===== src/hdl/nze_pkg.sv =====
// shared types and constants for the nonzero index extractor
`timescale 1ns / 1ps

package nze_pkg;

  localparam int PACKED_DIMS  = 4;
  localparam int DEF_MAX_DIMS = 4;
  localparam int COORD_W      = 16;
  localparam int OFFS_W       = 64;
  localparam int CNT_W        = 64;
  localparam int ELEM_W       = 8;
  localparam int NDIM_W       = 3;
  localparam int APB_DATA_W   = 64;
  localparam int APB_ADDR_W   = 6;

  localparam logic [NDIM_W-1:0]            NUM_DIMS_RST = NDIM_W'(1);
  localparam logic [PACKED_DIMS*COORD_W-1:0] EXTENTS_RST = 64'h0001_0001_0001_0001;

  typedef enum logic [2:0] {
    REG_NUM_DIMS = 3'd0,
    REG_EXTENTS  = 3'd1,
    REG_WEIGHT_0 = 3'd2,
    REG_WEIGHT_1 = 3'd3,
    REG_WEIGHT_2 = 3'd4,
    REG_WEIGHT_3 = 3'd5
  } reg_idx_t;

  typedef struct packed {
    logic [NDIM_W-1:0]                    num_dims;
    logic [PACKED_DIMS*COORD_W-1:0]       extents;
    logic [PACKED_DIMS-1:0][OFFS_W-1:0]   weights;
  } cfg_t;

  // element snapshot between the counter stage and the offset stage
  typedef struct packed {
    logic [PACKED_DIMS-1:0][COORD_W-1:0]  coords;
    logic [PACKED_DIMS-1:0][OFFS_W-1:0]   prods;
    logic                                 hit;
    logic                                 last;
    logic [CNT_W-1:0]                     count;
  } stage_t;

endpackage


===== src/hdl/nze_offset_out.sv =====
// offset adder and result register
`timescale 1ns / 1ps

module nze_offset_out (
  input  logic                                                 clk,
  input  logic                                                 rst_n,
  input  logic                                                 stage_valid,
  input  nze_pkg::stage_t                                      stage,
  output logic                                                 stage_take,
  input  logic                                                 out_stall,
  output logic                                                 out_valid,
  output logic [nze_pkg::PACKED_DIMS-1:0][nze_pkg::COORD_W-1:0] out_coord,
  output logic signed [nze_pkg::OFFS_W-1:0]                    out_linear_offset,
  output logic                                                 out_hit,
  output logic [nze_pkg::CNT_W-1:0]                            out_nonzero_count,
  output logic                                                 out_done_res
);
  import nze_pkg::*;

  logic                                 out_valid_r;
  logic [PACKED_DIMS-1:0][COORD_W-1:0]  coord_r;
  logic [OFFS_W-1:0]                    offset_r;
  logic [OFFS_W-1:0]                    offset_nxt;
  logic                                 hit_r;
  logic [CNT_W-1:0]                     count_r;
  logic                                 done_r;

  assign stage_take = stage_valid && (!out_valid_r || !out_stall);

  // wraps modulo 2^64
  always_comb begin
    offset_nxt = '0;
    for (int d = 0; d < PACKED_DIMS; d++) offset_nxt = offset_nxt + stage.prods[d];
  end

  always_ff @(posedge clk) begin
    if (!rst_n) begin
      out_valid_r <= 1'b0;
    end else if (stage_take) begin
      out_valid_r <= 1'b1;
    end else if (!out_stall) begin
      out_valid_r <= 1'b0;
    end
  end

  always_ff @(posedge clk) begin
    if (stage_take) begin
      coord_r  <= stage.coords;
      offset_r <= offset_nxt;
      hit_r    <= stage.hit;
      count_r  <= stage.count;
      done_r   <= stage.last;
    end
  end

  assign out_valid         = out_valid_r;
  assign out_coord         = coord_r;
  assign out_linear_offset = offset_r;
  assign out_hit           = hit_r;
  assign out_nonzero_count = count_r;
  assign out_done_res      = done_r;

endmodule


===== config.mk =====
export PLATFORM = sky130hd
export DESIGN_NAME = nze_offset_out
export DESIGN_NICKNAME = d
export VERILOG_FILES = /design/src/hdl/nze_pkg.sv /design/src/hdl/nze_offset_out.sv
export SDC_FILE = /design/constraint.sdc
export NUM_CORES = 1
export LEC_CHECK = 0
export ABC_CLOCK_PERIOD_IN_PS = 22300
export BUFFER_PORTS_ARGS = -buffer_cell sky130_fd_sc_hd__buf_2
export CAP_MARGIN = 20
export CORE_ASPECT_RATIO = 1.2
export CORE_MARGIN = 5
export CORE_UTILIZATION = 28
export DETAILED_ROUTE_END_ITERATION = 10
export GPL_TIMING_DRIVEN = 0
export HOLD_SLACK_MARGIN = 0.1
export PLACE_DENSITY = 0.64
export SYNTH_ARGS = -nofsm -noshare
export SYNTH_HDL_FRONTEND = slang
export SYNTH_SLANG_ARGS = --single-unit

===== constraint.sdc =====
create_clock -name clk -period 22.3 [get_ports clk]
set_clock_uncertainty 0.15 [all_clocks]
set_input_delay 1.115 -clock clk [delete_from_list [all_inputs] [get_ports clk]]
set_output_delay 1.115 -clock clk [all_outputs]
set_load 0.02 [all_outputs]

==> flow_metrics.env <==
export IMPL_run_status="complete, no violations"
export IMPL_crit_type="in -> reg"
export IMPL_ys_seq_elements=195
export IMPL_cts_buffers_inserted=17
export IMPL_cts_setup_buffers=0
export IMPL_vias=10900
export IMPL_slew_headroom_pct=49.5
export IMPL_setup_slack_ps=16690
export IMPL_final_antenna_net_count=0
export IMPL_initial_utilization_pct=28.2
export IMPL_timing_rr_start="out_valid"
export IMPL_post_synth_top_area_cell="edfxtp_1"
export IMPL_firstDrtPassIters=5
export IMPL_routed_wl_um=42800
export IMPL_fp_coreArea_mm2=0.0478
export IMPL_hp_start="out_valid"
export IMPL_critPathCaptureType="flop"
export IMPL_final_core_util_pct=37.6
export IMPL_power_total_mw=1.67
export IMPL_yosysSeqAreaShare_pct=43.5
export IMPL_routedWlPerCell_um=17.2
export IMPL_vias_per_cell=4.38
export IMPL_synth_area_leaders="edfxtp_1, fa_1, inv_1"
export IMPL_fp_row_count=88
export IMPL_dp_hpwl_um=37300
export IMPL_die_height_um=250
export IMPL_ir_drop_v=0.0000495
export IMPL_io_pins=586
export IMPL_clock_sinks=195
export IMPL_synth_warning_count=0
export IMPL_leakage_nw=9.00
export IMPL_overflow=0
export IMPL_areaGrowthSynthToFinish_pct=33.6
export IMPL_grt_pass1_vias=11500
export IMPL_fmax_mhz=178
export IMPL_cts_buffer_depth=2
export IMPL_min_period_over_period_pct=25.2
export IMPL_placed_area_mm2=0.0173
export IMPL_postSynthAreaPerCell_um2=11.0
export IMPL_synth_nets=1801
export IMPL_yosysUniqueCellTypes=59
export IMPL_finalNetCount=2412
export IMPL_arrival_ps=5660
export IMPL_maxSlewViolCount=0
export IMPL_setup_viol=0
export IMPL_drt_iter0_drc=711
export IMPL_die_area_mm2=0.0525
export IMPL_grt_antenna_before_repair=12
export IMPL_crit_path_start="stage[67]"
export IMPL_p_per_area_mw_per_mm2=92.6
export IMPL_drcViolationCount=0
export IMPL_worst_setup_path_start_kind="primary input"
export IMPL_pre_cts_ws_ps=16330
export IMPL_cts_hold_buf=0
export IMPL_cts_root_buf="clkbuf_16"
export IMPL_tightest_slew_ps=755
export IMPL_track_usage_pct=16.0
export IMPL_maxCapViolations=0
export IMPL_final_area_mm2=0.0180
export IMPL_grt_pass1_wl_um=64500
export IMPL_async_reset_ff_share_pct=0
export IMPL_syn_area_mm2=0.0135
export IMPL_final_layout_size_suffix_gt1_share_pct=35.4
export IMPL_yosysTopAreaCellShare_pct=43.3
export IMPL_fillers=4827
export IMPL_clk_latency_ps=480
export IMPL_path_max_fanout=6
export IMPL_hold_path_class="reg -> reg"
export IMPL_path_clk_slew_ps=90
export IMPL_numPortBuffers=585
export IMPL_syn_inst=1222
export IMPL_synth_edf_count=194
export IMPL_ctsResizeCount=0
export IMPL_hold_viol=0
export IMPL_h_tree_depth=4
export IMPL_required_ps=22350
export IMPL_rsz0062_at_grt="no"
export IMPL_grt_max_degree=31
export IMPL_fin_crit_ps=5610
export IMPL_place_congestion=0.937
export IMPL_ys_flop_type="edfxtp_1"
export IMPL_dieWidth_um=210
export IMPL_cts_tree="yes"
==> flip-flops by register name (all words and copies together) (netlist names) <==
signal             flops
out_done_res           1
out_coord             64
out_hit                1
out_valid              1
out_nonzero_count     64
out_linear_offset     64
==> through the flow <==
step / TNS, ps / instances / hold slack [ps]
final: 0 / 2481 / 439
after global placement: -200620 / 2437 / 354
after CTS: 0 / 2476 / 445
after detailed placement: 0 / 2444 / 431
after global routing: 0 / 2478 / 491
after floorplan: 0 / 1222 / 446
==> path summary, 6_finish.rpt <==
check / depth (start not counted) / endpoint / slack (ps)
min reg2reg: 2 / out_valid / 440
min: 2 / out_valid / 440
max: 14 / out_linear_offset[53] / 16690
max reg2reg: 5 / out_linear_offset[46] / 19910
==> synth_stat cells (all sizes together), types with 6 or more instances <==
cell type	instances
nor3	8
a21o	27
ha	63
nand3	15
nand2	55
o21bai	10
o21ai	48
buf	15
o211ai	8
xor2	31
xnor2	33
o31ai	6
a31oi	8
fa	126
edfxtp	194
nor2	32
nand2b	6
clkbuf	11
inv	355
nand4	23
a21oi	86
and3	6
==> layer usage <==
layer / share of wire (%) / vias up / global-route usage, %
met3: 7.4 / 75 / 4.45
met5: 0.11 / - / 0
met2: 50 / 427 / 27.6
met1: 38 / 5172 / 18.5
met4: 3.9 / 6 / 7.20
li1: - / 5186 / -
==> cell families (layout without fill, tap and decap cells) <==
group                      Yosys count  in the layout  share of synthesized area (%)
AOI/OAI and AO/OA                  220            220                           10.0
buffers and inverters              382           1006                           11.3
DFF                                195            195                           43.5
adders and majority gates          189            189                           24.6
xor gates and xnor gates            64             64                           4.17
other                                0              5                              0
and+or+nand+nor                    172            172                           6.47
==> worst max-delay path, stage by stage <==
cell	delay (ps)
buf_2	110
fa_1	550
fa_1	430
ha_1	270
fa_1	450
a211oi_1	340
o21ai_1	180
nand4_1	170
a31oi_1	160
o2111ai_1	470
nand2_1	320
a31oi_1	670
o21ai_0	230
xor2_1	190
==> layout by cell type (no fill, tap or decap), drive strengths merged, types with 3 or more instances in the layout <==
cell type	instances
o31ai	6
and3	6
o211ai	8
diode	5
nand2	55
a211oi	5
and4	3
edfxtp	194
buf	607
a21oi	86
a21o	27
a21boi	3
nand2b	6
xor2	31
o21ai	48
nand3	15
xnor2	33
nor3b	3
nor2b	5
fa	126
clkinv	7
nor2	32
nor4	4
and2	3
ha	63
or3	4
o2111ai	3
a31oi	8
clkbuf	28
nand4	23
nor3	8
o21a	4
inv	362
o21bai	10
==> cell type report <==
type	count	area (um2)	share of cell area [%]
multi-input cells	645	6100	33.9
clock buffers	17	425	2.37
plain buffers	27	185	1.03
clock inverters	15	213	1.18
well taps	630	788	4.38
inverters	355	1330	7.41
flip-flops and latches	195	5850	32.5
repair buffers	592	3080	17.1
diodes	5	12.5	0.0696
==> power breakdown <==
| part | leakage, nW | internal [mW] | total, mW | switching [mW] |
|---|---|---|---|---|
| Sequential | 1.88 | 0.505 | 0.523 | 0.0179 |
| Combinational | 6.81 | 0.307 | 0.813 | 0.506 |
| Clock | 0.301 | 0.156 | 0.329 | 0.173 |
| Total | 9.00 | 0.968 | 1.67 | 0.697 |
Power figures use the tool's default switching activity.
