<file path="src/hdl/nze_pkg.sv">
// shared types and constants for the nonzero index extractor
`timescale 1ns / 1ps

package nze_pkg;

  localparam int PACKED_DIMS  = 4;
  localparam int DEF_MAX_DIMS = 4;
  localparam int COORD_W      = 16;
  localparam int OFFS_W       = 64;
  localparam int CNT_W        = 64;
  localparam int ELEM_W       = 8;
  localparam int NDIM_W       = 3;
  localparam int APB_DATA_W   = 64;
  localparam int APB_ADDR_W   = 6;

  localparam logic [NDIM_W-1:0]            NUM_DIMS_RST = NDIM_W'(1);
  localparam logic [PACKED_DIMS*COORD_W-1:0] EXTENTS_RST = 64'h0001_0001_0001_0001;

  typedef enum logic [2:0] {
    REG_NUM_DIMS = 3'd0,
    REG_EXTENTS  = 3'd1,
    REG_WEIGHT_0 = 3'd2,
    REG_WEIGHT_1 = 3'd3,
    REG_WEIGHT_2 = 3'd4,
    REG_WEIGHT_3 = 3'd5
  } reg_idx_t;

  typedef struct packed {
    logic [NDIM_W-1:0]                    num_dims;
    logic [PACKED_DIMS*COORD_W-1:0]       extents;
    logic [PACKED_DIMS-1:0][OFFS_W-1:0]   weights;
  } cfg_t;

  // element snapshot between the counter stage and the offset stage
  typedef struct packed {
    logic [PACKED_DIMS-1:0][COORD_W-1:0]  coords;
    logic [PACKED_DIMS-1:0][OFFS_W-1:0]   prods;
    logic                                 hit;
    logic                                 last;
    logic [CNT_W-1:0]                     count;
  } stage_t;

endpackage

</file>
<file path="src/hdl/nze_cfg_regs.sv">
// apb configuration registers of the nonzero index extractor
`timescale 1ns / 1ps

module nze_cfg_regs (
  input  logic                           clk,
  input  logic                           rst_n,
  input  logic                           psel,
  input  logic                           penable,
  input  logic                           pwrite,
  input  logic [nze_pkg::APB_ADDR_W-1:0] paddr,
  input  logic [nze_pkg::APB_DATA_W-1:0] pwdata,
  output logic [nze_pkg::APB_DATA_W-1:0] prdata,
  output logic                           pready,
  output nze_pkg::cfg_t                  cfg
);
  import nze_pkg::*;

  cfg_t     cfg_r;
  reg_idx_t reg_idx;
  logic     wr_en;

  assign reg_idx = reg_idx_t'(paddr[APB_ADDR_W-1:3]);
  assign wr_en   = psel && penable && pwrite;
  assign pready  = 1'b1;
  assign cfg     = cfg_r;

  always_ff @(posedge clk) begin
    if (!rst_n) begin
      cfg_r.num_dims <= NUM_DIMS_RST;
      cfg_r.extents  <= EXTENTS_RST;
      cfg_r.weights  <= '0;
    end else if (wr_en) begin
      unique case (reg_idx)
        REG_NUM_DIMS: cfg_r.num_dims   <= pwdata[NDIM_W-1:0];
        REG_EXTENTS:  cfg_r.extents    <= pwdata;
        REG_WEIGHT_0: cfg_r.weights[0] <= pwdata;
        REG_WEIGHT_1: cfg_r.weights[1] <= pwdata;
        REG_WEIGHT_2: cfg_r.weights[2] <= pwdata;
        REG_WEIGHT_3: cfg_r.weights[3] <= pwdata;
        default: ;
      endcase
    end
  end

  always_comb begin
    unique case (reg_idx)
      REG_NUM_DIMS: prdata = APB_DATA_W'(cfg_r.num_dims);
      REG_EXTENTS:  prdata = cfg_r.extents;
      REG_WEIGHT_0: prdata = cfg_r.weights[0];
      REG_WEIGHT_1: prdata = cfg_r.weights[1];
      REG_WEIGHT_2: prdata = cfg_r.weights[2];
      REG_WEIGHT_3: prdata = cfg_r.weights[3];
      default:      prdata = '0;
    endcase
  end

endmodule

</file>
<file path="config.mk">
export PLATFORM = sky130hd
export DESIGN_NAME = nze_cfg_regs
export DESIGN_NICKNAME = d
export VERILOG_FILES = /design/src/hdl/nze_pkg.sv /design/src/hdl/nze_cfg_regs.sv
export SDC_FILE = /design/constraint.sdc
export NUM_CORES = 1
export LEC_CHECK = 0
export BUFFER_PORTS_ARGS = -buffer_cell sky130_fd_sc_hd__buf_2
export CAP_MARGIN = 20
export CORE_AREA = 2 2 178 180
export DETAILED_ROUTE_END_ITERATION = 10
export DIE_AREA = 0 0 180 182
export PLACE_DENSITY = 0.73
export SLEW_MARGIN = 20
export SYNTH_ARGS = -nofsm -noshare
export SYNTH_HDL_FRONTEND = slang
export SYNTH_SLANG_ARGS = --single-unit
</file>
<file path="constraint.sdc">
create_clock -name clk -period 2.44 [get_ports clk]
set_clock_uncertainty 0.1 [all_clocks]
set_input_delay 0.488 -clock clk [delete_from_list [all_inputs] [get_ports clk]]
set_output_delay 0.488 -clock clk [all_outputs]
set_load 0.01 [all_outputs]
</file>
==> load_flow_metrics.sql, run 1 <==
INSERT INTO impl_metrics (metric_group, metric, value, unit) VALUES
('sta', 'final_hold_viol_count', '0', ''),
('critical_path', 'reg2reg_slack', '1.64', 'ns'),
('route', 'route.vias.total', '12234', ''),
('critical_path', 'reg2reg_depth', '2', ''),
('min_path', 'timing.hold.worst_endpoint', 'cfg[304]$_SDFFE_PN1P_', ''),
('route', 'avgRoutedWirePerCell', '20.11', 'microns'),
('yosys', 'biggest_area_contributors_in_the_synthesized_netlist', 'dfxtp_1, mux2i_1, nand2_1, a221o_1, o2bb2ai_1', ''),
('sta', 'grt_setup_unrepaired', 'false', ''),
('sta', 'period_minus_slack', '2.386', 'ns'),
('pwr', 'cellLeakagePower', '7.821', 'nW'),
('placement', 'placed_cells', '2179', ''),
('yosys', 'number_of_warnings_printed_during_yosys_synthesis', '0', ''),
('pwr', 'total_switching_power', '0.002637', 'W'),
('cells_and_area', 'layout.filler_cells', '2653', ''),
('cts', 'clkTransAtPathRegs', '0.06', 'ns'),
('cells_and_area', 'drive_above_1_share', '32.63', '%'),
('placement', 'dp.final_hpwl', '31420', 'microns'),
('die', 'initial_core_util', '44.78', '%'),
('pwr', 'power.ir.vdd_worst', '517.8', 'uV'),
('yosys', 'avgSynthCellArea', '10.16', 'sq um'),
('global_routing', 'grt_max_degree', '74', ''),
('die', 'floorplan.die_area', '32760', 'sq um'),
('yosys', 'synth_xor_xnor_area_share', '0', '%'),
('cts', 'clock_path_buffers', '3', ''),
('pwr', 'power.switching_fraction', '23.12', '%'),
('flow_run', 'timing.max_cap.violations', '0', ''),
('cells_and_area', 'final_common_cell', 'buf_2', ''),
('yosys', 'synthMuxAreaShare', '28.33', '%'),
('yosys', 'synth_compound_area_share', '8.594', '%'),
('run_status', 'status', 'finished clean', ''),
('cts', 'tritoncts_num_sinks', '323', ''),
('pwr', 'comb_power_share', '6.3', '%'),
('route', 'route.detailed.vias_per_inst', '5.440', ''),
('critical_path', 'rr_startpoint', 'cfg[240]$_SDFFE_PN0P_', ''),
('sta', 'layout_setup_ws', '0.05421', 'ns'),
('pwr', 'clkPwrFrac', '46.8', '%'),
('yosys', 'synthSimpleGateAreaFrac', '11.83', '%'),
('min_path', 'timing.hold.worst_path_depth', '3', ''),
('global_routing', 'grt_use_met3', '5.696', '%'),
('yosys', 'ys_seq_area_share', '46.60', '%'),
('route', 'postRouteWirelength', '45240', 'microns'),
('critical_path', 'r2r-end', 'cfg[240]$_SDFFE_PN0P_', ''),
('global_routing', 'number_of_global_route_vias_before_repair', '12028', ''),
('yosys', 'post-synth-top-area-fraction', '46.60', '%'),
('critical_path', 'cp_max_fo', '29', ''),
('global_routing', 'busiest_layer', 'met2', ''),
('placement', 'io_buffer_count', '458', ''),
('cells_and_area', 'layout.nets', '1895', ''),
('cts', 'clock_latency', '0.51', 'ns'),
('cells_and_area', 'top_library_cells_by_usage_in_the_layout_fill_and_taps_aside', 'buf_2, mux2i_1, nand2_1, dfxtp_1', ''),
('cells_and_area', 'largest_reg_flops', '323', ''),
('sta', 'timing.final.setup_violations', '0', ''),
('pwr', 'internal-power', '0.008768', 'W'),
('yosys', 'post_synth_instance_area', '13870', 'sq um'),
('route', 'drtAntennaViolNets', '0', ''),
('sta', 'timing.fmax', '419.1', 'MHz'),
('yosys', 'postSynthRegisterBits', '323', ''),
('die', 'die_w', '180', 'microns'),
('route', 'drcViolationCount', '0', ''),
('yosys', 'synth-adder-area-share', '0', '%'),
('cts', 'ctsRootBufferMaster', 'clkbuf_16', ''),
('critical_path', 'cp.required', '1.85', 'ns'),
('placement', 'placement.setup.worst_slack', '0.03659', 'ns'),
('placement', 'gp_routability_congestion', '0.8485', ''),
('critical_path', 'path_type_of_the_worst_setup_path', 'input pin to primary output', ''),
('yosys', 'post_synth_num_cell_types', '31', ''),
('global_routing', 'grt_remaining_overflow', '0', ''),
('global_routing', 'antenna_found_initial', '2', ''),
('global_routing', 'global_route_total_usage_across_every_layer', '26.31', '%'),
('cells_and_area', 'instances_no_fill', '2249', ''),
('die', 'floorplan.die.height', '182', 'microns');
cells in the mapped netlist:
master / count
nand4b_4: 1
nor2_1: 1
buf_2: 22
a221o_1: 60
o21ai_1: 2
nor2b_1: 10
and2_1: 1
clkbuf_1: 46
o2bb2ai_1: 60
nand4_2: 1
nand2_1: 382
dfxtp_1: 323
nand2b_1: 2
o22ai_1: 3
or3_1: 1
mux2_2: 4
inv_1: 1
inv_2: 1
mux4_2: 1
conb_1: 1
mux2i_1: 386
buf_6: 12
buf_1: 7
nor3_1: 1
o21a_1: 1
a22oi_1: 4
nand3b_1: 1
nor3_2: 1
buf_4: 25
nor2_4: 4
nor3b_2: 1
critical path, stage by stage:
cell	delay (ns)
buf_4	0.17
nor3b_4	0.30
buf_12	0.28
o2bb2ai_1	0.14
a221o_1	0.22
buf_2	0.17
worst max-delay path by stage:
| stage | from | endpoint | slack (ns) | cells after the start |
|---|---|---|---|---|
| after global placement | paddr[3] | prdata[27] | 0.06 | 7 |
| after CTS | paddr[3] | prdata[61] | 0.04 | 7 |
| after detailed placement | paddr[3] | prdata[61] | 0.04 | 7 |
| after floorplan | paddr[3] | prdata[38] | 0.29 | 6 |
| after global routing | paddr[3] | prdata[58] | 0.0001 | 6 |
| final | paddr[3] | prdata[50] | 0.05 | 6 |
final cells by class:
type	count	area [sq um]	area share [%]
multi-input cells	929	6797	37.43
well taps	402	503.0	2.770
clock inverters	16	167.7	0.9234
inverters	2	7.507	0.04135
diodes	2	5.005	0.02757
clock buffers	46	989.7	5.451
flip-flops and latches	323	6466	35.61
repair buffers	529	3221	17.74
power by group through the flow:
| stage | Combinational (W) | Sequential (W) | Clock [W] |
|---|---|---|---|
| finish | 0.000718 | 0.00535 | 0.00534 |
| global route | 0.000765 | 0.00535 | 0.00563 |
| CTS | 0.000702 | 0.00534 | 0.00541 |
| detailed placement | 0.000700 | 0.00546 | 0 |
| global placement | 0.000689 | 0.00546 | 0 |
| floorplan | 0.000369 | 0.00547 | 0 |
kinds of logic after synthesis:
family / count (synthesis)
other: 1
muxes: 391
AOI/OAI and AO/OA: 130
DFF: 323
and+or+nand+nor: 407
buffers and inverters: 114
per-stage QoR:
stage | util [%] | instance area [sq um] | hold slack (ns)
after floorplan | - | 13870 | 0.3878
after global placement | 54.63 | 16930 | 0.3537
after detailed placement | 54.63 | 16930 | 0.3578
after CTS | 58.37 | 18090 | 0.1507
after global routing | 58.59 | 18160 | 0.1673
final | 58.59 | 18160 | 0.1679
repair_timing:
| action | 4_1_cts | 5_1_grt |
|---|---|---|
| setup endpoints to repair | 0 | 7 |
| buffers inserted | 0 | 6 |
| gates resized for setup | 0 | 2 |
| hold buffers | 0 | 0 |
layer usage:
layer  vias up  share of wire (%)  wire length, microns
met1      5937                 40                 18290
li1       5695                  -                     -
met2       499                 49                 22190
met5         -                  0                     0
met4         0                3.2                  1448
met3       103                7.3                  3303
Power figures use the tool's default switching activity.
==> run 2: changes to the inputs <==
- PLACE_DENSITY: 0.73 -> 0.7
==> load_flow_metrics.sql, run 2 (synthesized netlist as in run 1, its figures left out) <==
INSERT INTO impl_metrics (metric_group, metric, value, unit) VALUES
('global_routing', 'grt_max_degree', '57', ''),
('route', 'route.vias.total', '12051', ''),
('sta', 'grt_setup_unrepaired', 'false', ''),
('critical_path', 'critical-path-top-delay-family', 'buffers and inverters', ''),
('pwr', 'cellLeakagePower', '7.725', 'nW'),
('placement', 'detailed_place.area', '16770', 'sq um'),
('critical_path', 'critical-path-slowest-cell', 'a221o_1', ''),
('route', 'postRouteWirelength', '44690', 'microns'),
('cells_and_area', 'largest_reg_flops', '323', ''),
('route', 'route.detailed.vias_per_inst', '5.411', ''),
('critical_path', 'worstSetupPathDepth', '8', ''),
('flow_run', 'timing.max_cap.violations', '0', ''),
('die', 'floorplan.die.height', '182', 'microns'),
('cells_and_area', 'layout.nets', '1874', ''),
('sta', 'final_hold_viol_count', '0', ''),
('die', 'design.core.area', '30990', 'sq um'),
('pwr', 'power.ir.vdd_worst', '475.9', 'uV'),
('cts', 'clock_tree.htree_level_count', '2', ''),
('min_path', 'class_of_the_tightest_hold_or_removal_check', 'input pin to register', ''),
('route', 'drcViolationCount', '0', ''),
('placement', 'io_buffer_count', '458', ''),
('pwr', 'comb_power_share', '6.2', '%'),
('placement', 'placed_cells', '2160', ''),
('cells_and_area', 'drive_above_1_share', '31.76', '%'),
('global_routing', 'global_route_total_usage_across_every_layer', '25.89', '%'),
('global_routing', 'number_of_global_route_vias_before_repair', '11893', ''),
('pwr', 'p_seq_share', '47.2', '%'),
('pwr', 'power_density_relative_to_cell_area', '628.7', 'nW/um^2'),
('critical_path', 'cp-start-kind', 'input pin', ''),
('critical_path', 'worst_path_largest_cell_delay', '0.26', 'ns'),
('global_routing', 'grt_remaining_overflow', '0', ''),
('die', 'floorplan.die_area', '32760', 'sq um'),
('critical_path', 'cp_data_arrival_time', '1.81', 'ns'),
('sta', 'timing_max_transition_violations_final', '0', ''),
('route', 'drt_pre_antenna_iters', '5', ''),
('critical_path', 'reg2reg_depth', '2', ''),
('cts', 'numCtsBuffers', '35', ''),
('cts', 'tritoncts_num_sinks', '323', ''),
('critical_path', 'path_type_of_the_worst_setup_path', 'input pin to primary output', ''),
('run_status', 'status', 'finished clean', ''),
('cts', 'holdBufCountCts', '0', ''),
('cells_and_area', 'layout.core_utilization', '58.17', '%'),
('die', 'initial_core_util', '44.78', '%'),
('critical_path', 'cp.required', '1.85', 'ns'),
('pwr', 'power.switching_fraction', '22.21', '%'),
('cells_and_area', 'instances_no_fill', '2227', ''),
('cells_and_area', 'final_common_cell', 'buf_2', ''),
('pwr', 'clkPwrFrac', '46.7', '%'),
('critical_path', 'cp_max_fo', '17', ''),
('global_routing', 'antenna_found_initial', '6', ''),
('global_routing', 'global_route_wire_length_before_repair', '67680', 'microns'),
('placement', 'dp.final_hpwl', '30160', 'microns'),
('cells_and_area', 'synthToLayoutAreaGrowth', '29.92', '%'),
('die', 'num_io_pins', '463', ''),
('critical_path', 'critical_path.cell_chain', 'buf_2 > buf_12 > nor3b_4 > buf_12 > clkbuf_16 > o2bb2ai_1 > a221o_1 > buf_2', ''),
('min_path', 'timing.hold.worst_path_depth', '3', ''),
('sta', 'timing.final.setup_violations', '0', ''),
('pwr', 'internal-power', '0.008816', 'W'),
('sta', 'period_minus_slack', '2.400', 'ns'),
('sta', 'period_share', '98.37', '%'),
('cts', 'tritoncts', 'yes', ''),
('sta', 'timing.setup.tns', '0', 'ns'),
('cts', 'clock_latency', '0.50', 'ns'),
('route', 'initialDrtViolationCount', '680', ''),
('cts', 'clkTransAtPathRegs', '0.06', 'ns'),
('die', 'rows', '65', ''),
('cts', 'ctsRootBufferMaster', 'clkbuf_16', ''),
('critical_path', 'critical_path.n_buffers_inverters', '5', ''),
('cts', 'clock_path_buffers', '3', ''),
('cells_and_area', 'top_library_cells_by_usage_in_the_layout_fill_and_taps_aside', 'buf_2, mux2i_1, nand2_1, dfxtp_1', ''),
('route', 'drtAntennaViolNets', '0', ''),
('die', 'die_w', '180', 'microns'),
('critical_path', 'timing.critical_path.to_type', 'primary output', ''),
('route', 'avgRoutedWirePerCell', '20.07', 'microns'),
('pwr', 'total_switching_power', '0.002517', 'W'),
('sta', 'timing.fmax', '416.6', 'MHz'),
('placement', 'gp_routability_congestion', '0.8639', ''),
('cells_and_area', 'finalInstanceArea', '18030', 'sq um');
-- run 2: final cells by class --
cell class	count	area, sq um
Fill cell	2671	12960
Multi-Input combinational cell	929	6802
Sequential cell	323	6466
Timing Repair Buffer	508	3080
Clock buffer	48	1027
Tap cell	402	503.0
Clock inverter	10	127.6
Antenna cell	5	12.51
Inverter	2	7.507
-- run 2: repair_timing --
item	4_1_cts	5_1_grt
pin swaps	1	1
buffers inserted	2	1
gates resized for setup	1	1
gates cloned	0	1
endpoints found under the setup margin	9	20
-- run 2: stage by stage --
| step | worst slack, ns | power, W | hold WS, ns |
|---|---|---|---|
| after detailed placement | -0.01638 | 0.006143 | 0.3577 |
| final | 0.03979 | 0.01133 | 0.1739 |
| after CTS | 0.02343 | 0.01145 | 0.1531 |
| after global routing | 0.003713 | 0.01173 | 0.1623 |
| after global placement | -0.002774 | 0.006132 | 0.3542 |
| after floorplan | 0.2860 | 0.005842 | 0.3878 |
-- run 2: worst register-to-register path: stages (launching register included) --
cell,delay (ns)
dfxtp_1,0.43
nand2_1,0.09
mux2i_1,0.14
-- run 2: worst paths after layout --
| check | slack (ns) | to | startpoint |
|---|---|---|---|
| setup / recovery | 0.04 | prdata[49] | paddr[4] |
| setup reg to reg | 1.61 | cfg[225]$_SDFFE_PN0P_ | cfg[225]$_SDFFE_PN0P_ |
| hold / removal | 0.17 | cfg[272]$_SDFFE_PN1P_ | pwdata[16] |
| hold reg to reg | 0.37 | cfg[150]$_SDFFE_PN0P_ | cfg[150]$_SDFFE_PN0P_ |
-- run 2: power groups by stage --
stage	logic [W]	registers [W]	clock network (W)
final	0.000698	0.00535	0.00529
after global routing	0.000745	0.00535	0.00563
after CTS	0.000689	0.00535	0.00541
after detailed placement	0.000680	0.00546	0
after global placement	0.000671	0.00546	0
after floorplan	0.000369	0.00547	0
-- run 2: routing by layer --
metal	GRT usage, %	share of wire, %
met5	0	0.029
met4	9.626	3.0
met3	5.897	7.1
met2	45.21	49
met1	31.07	41
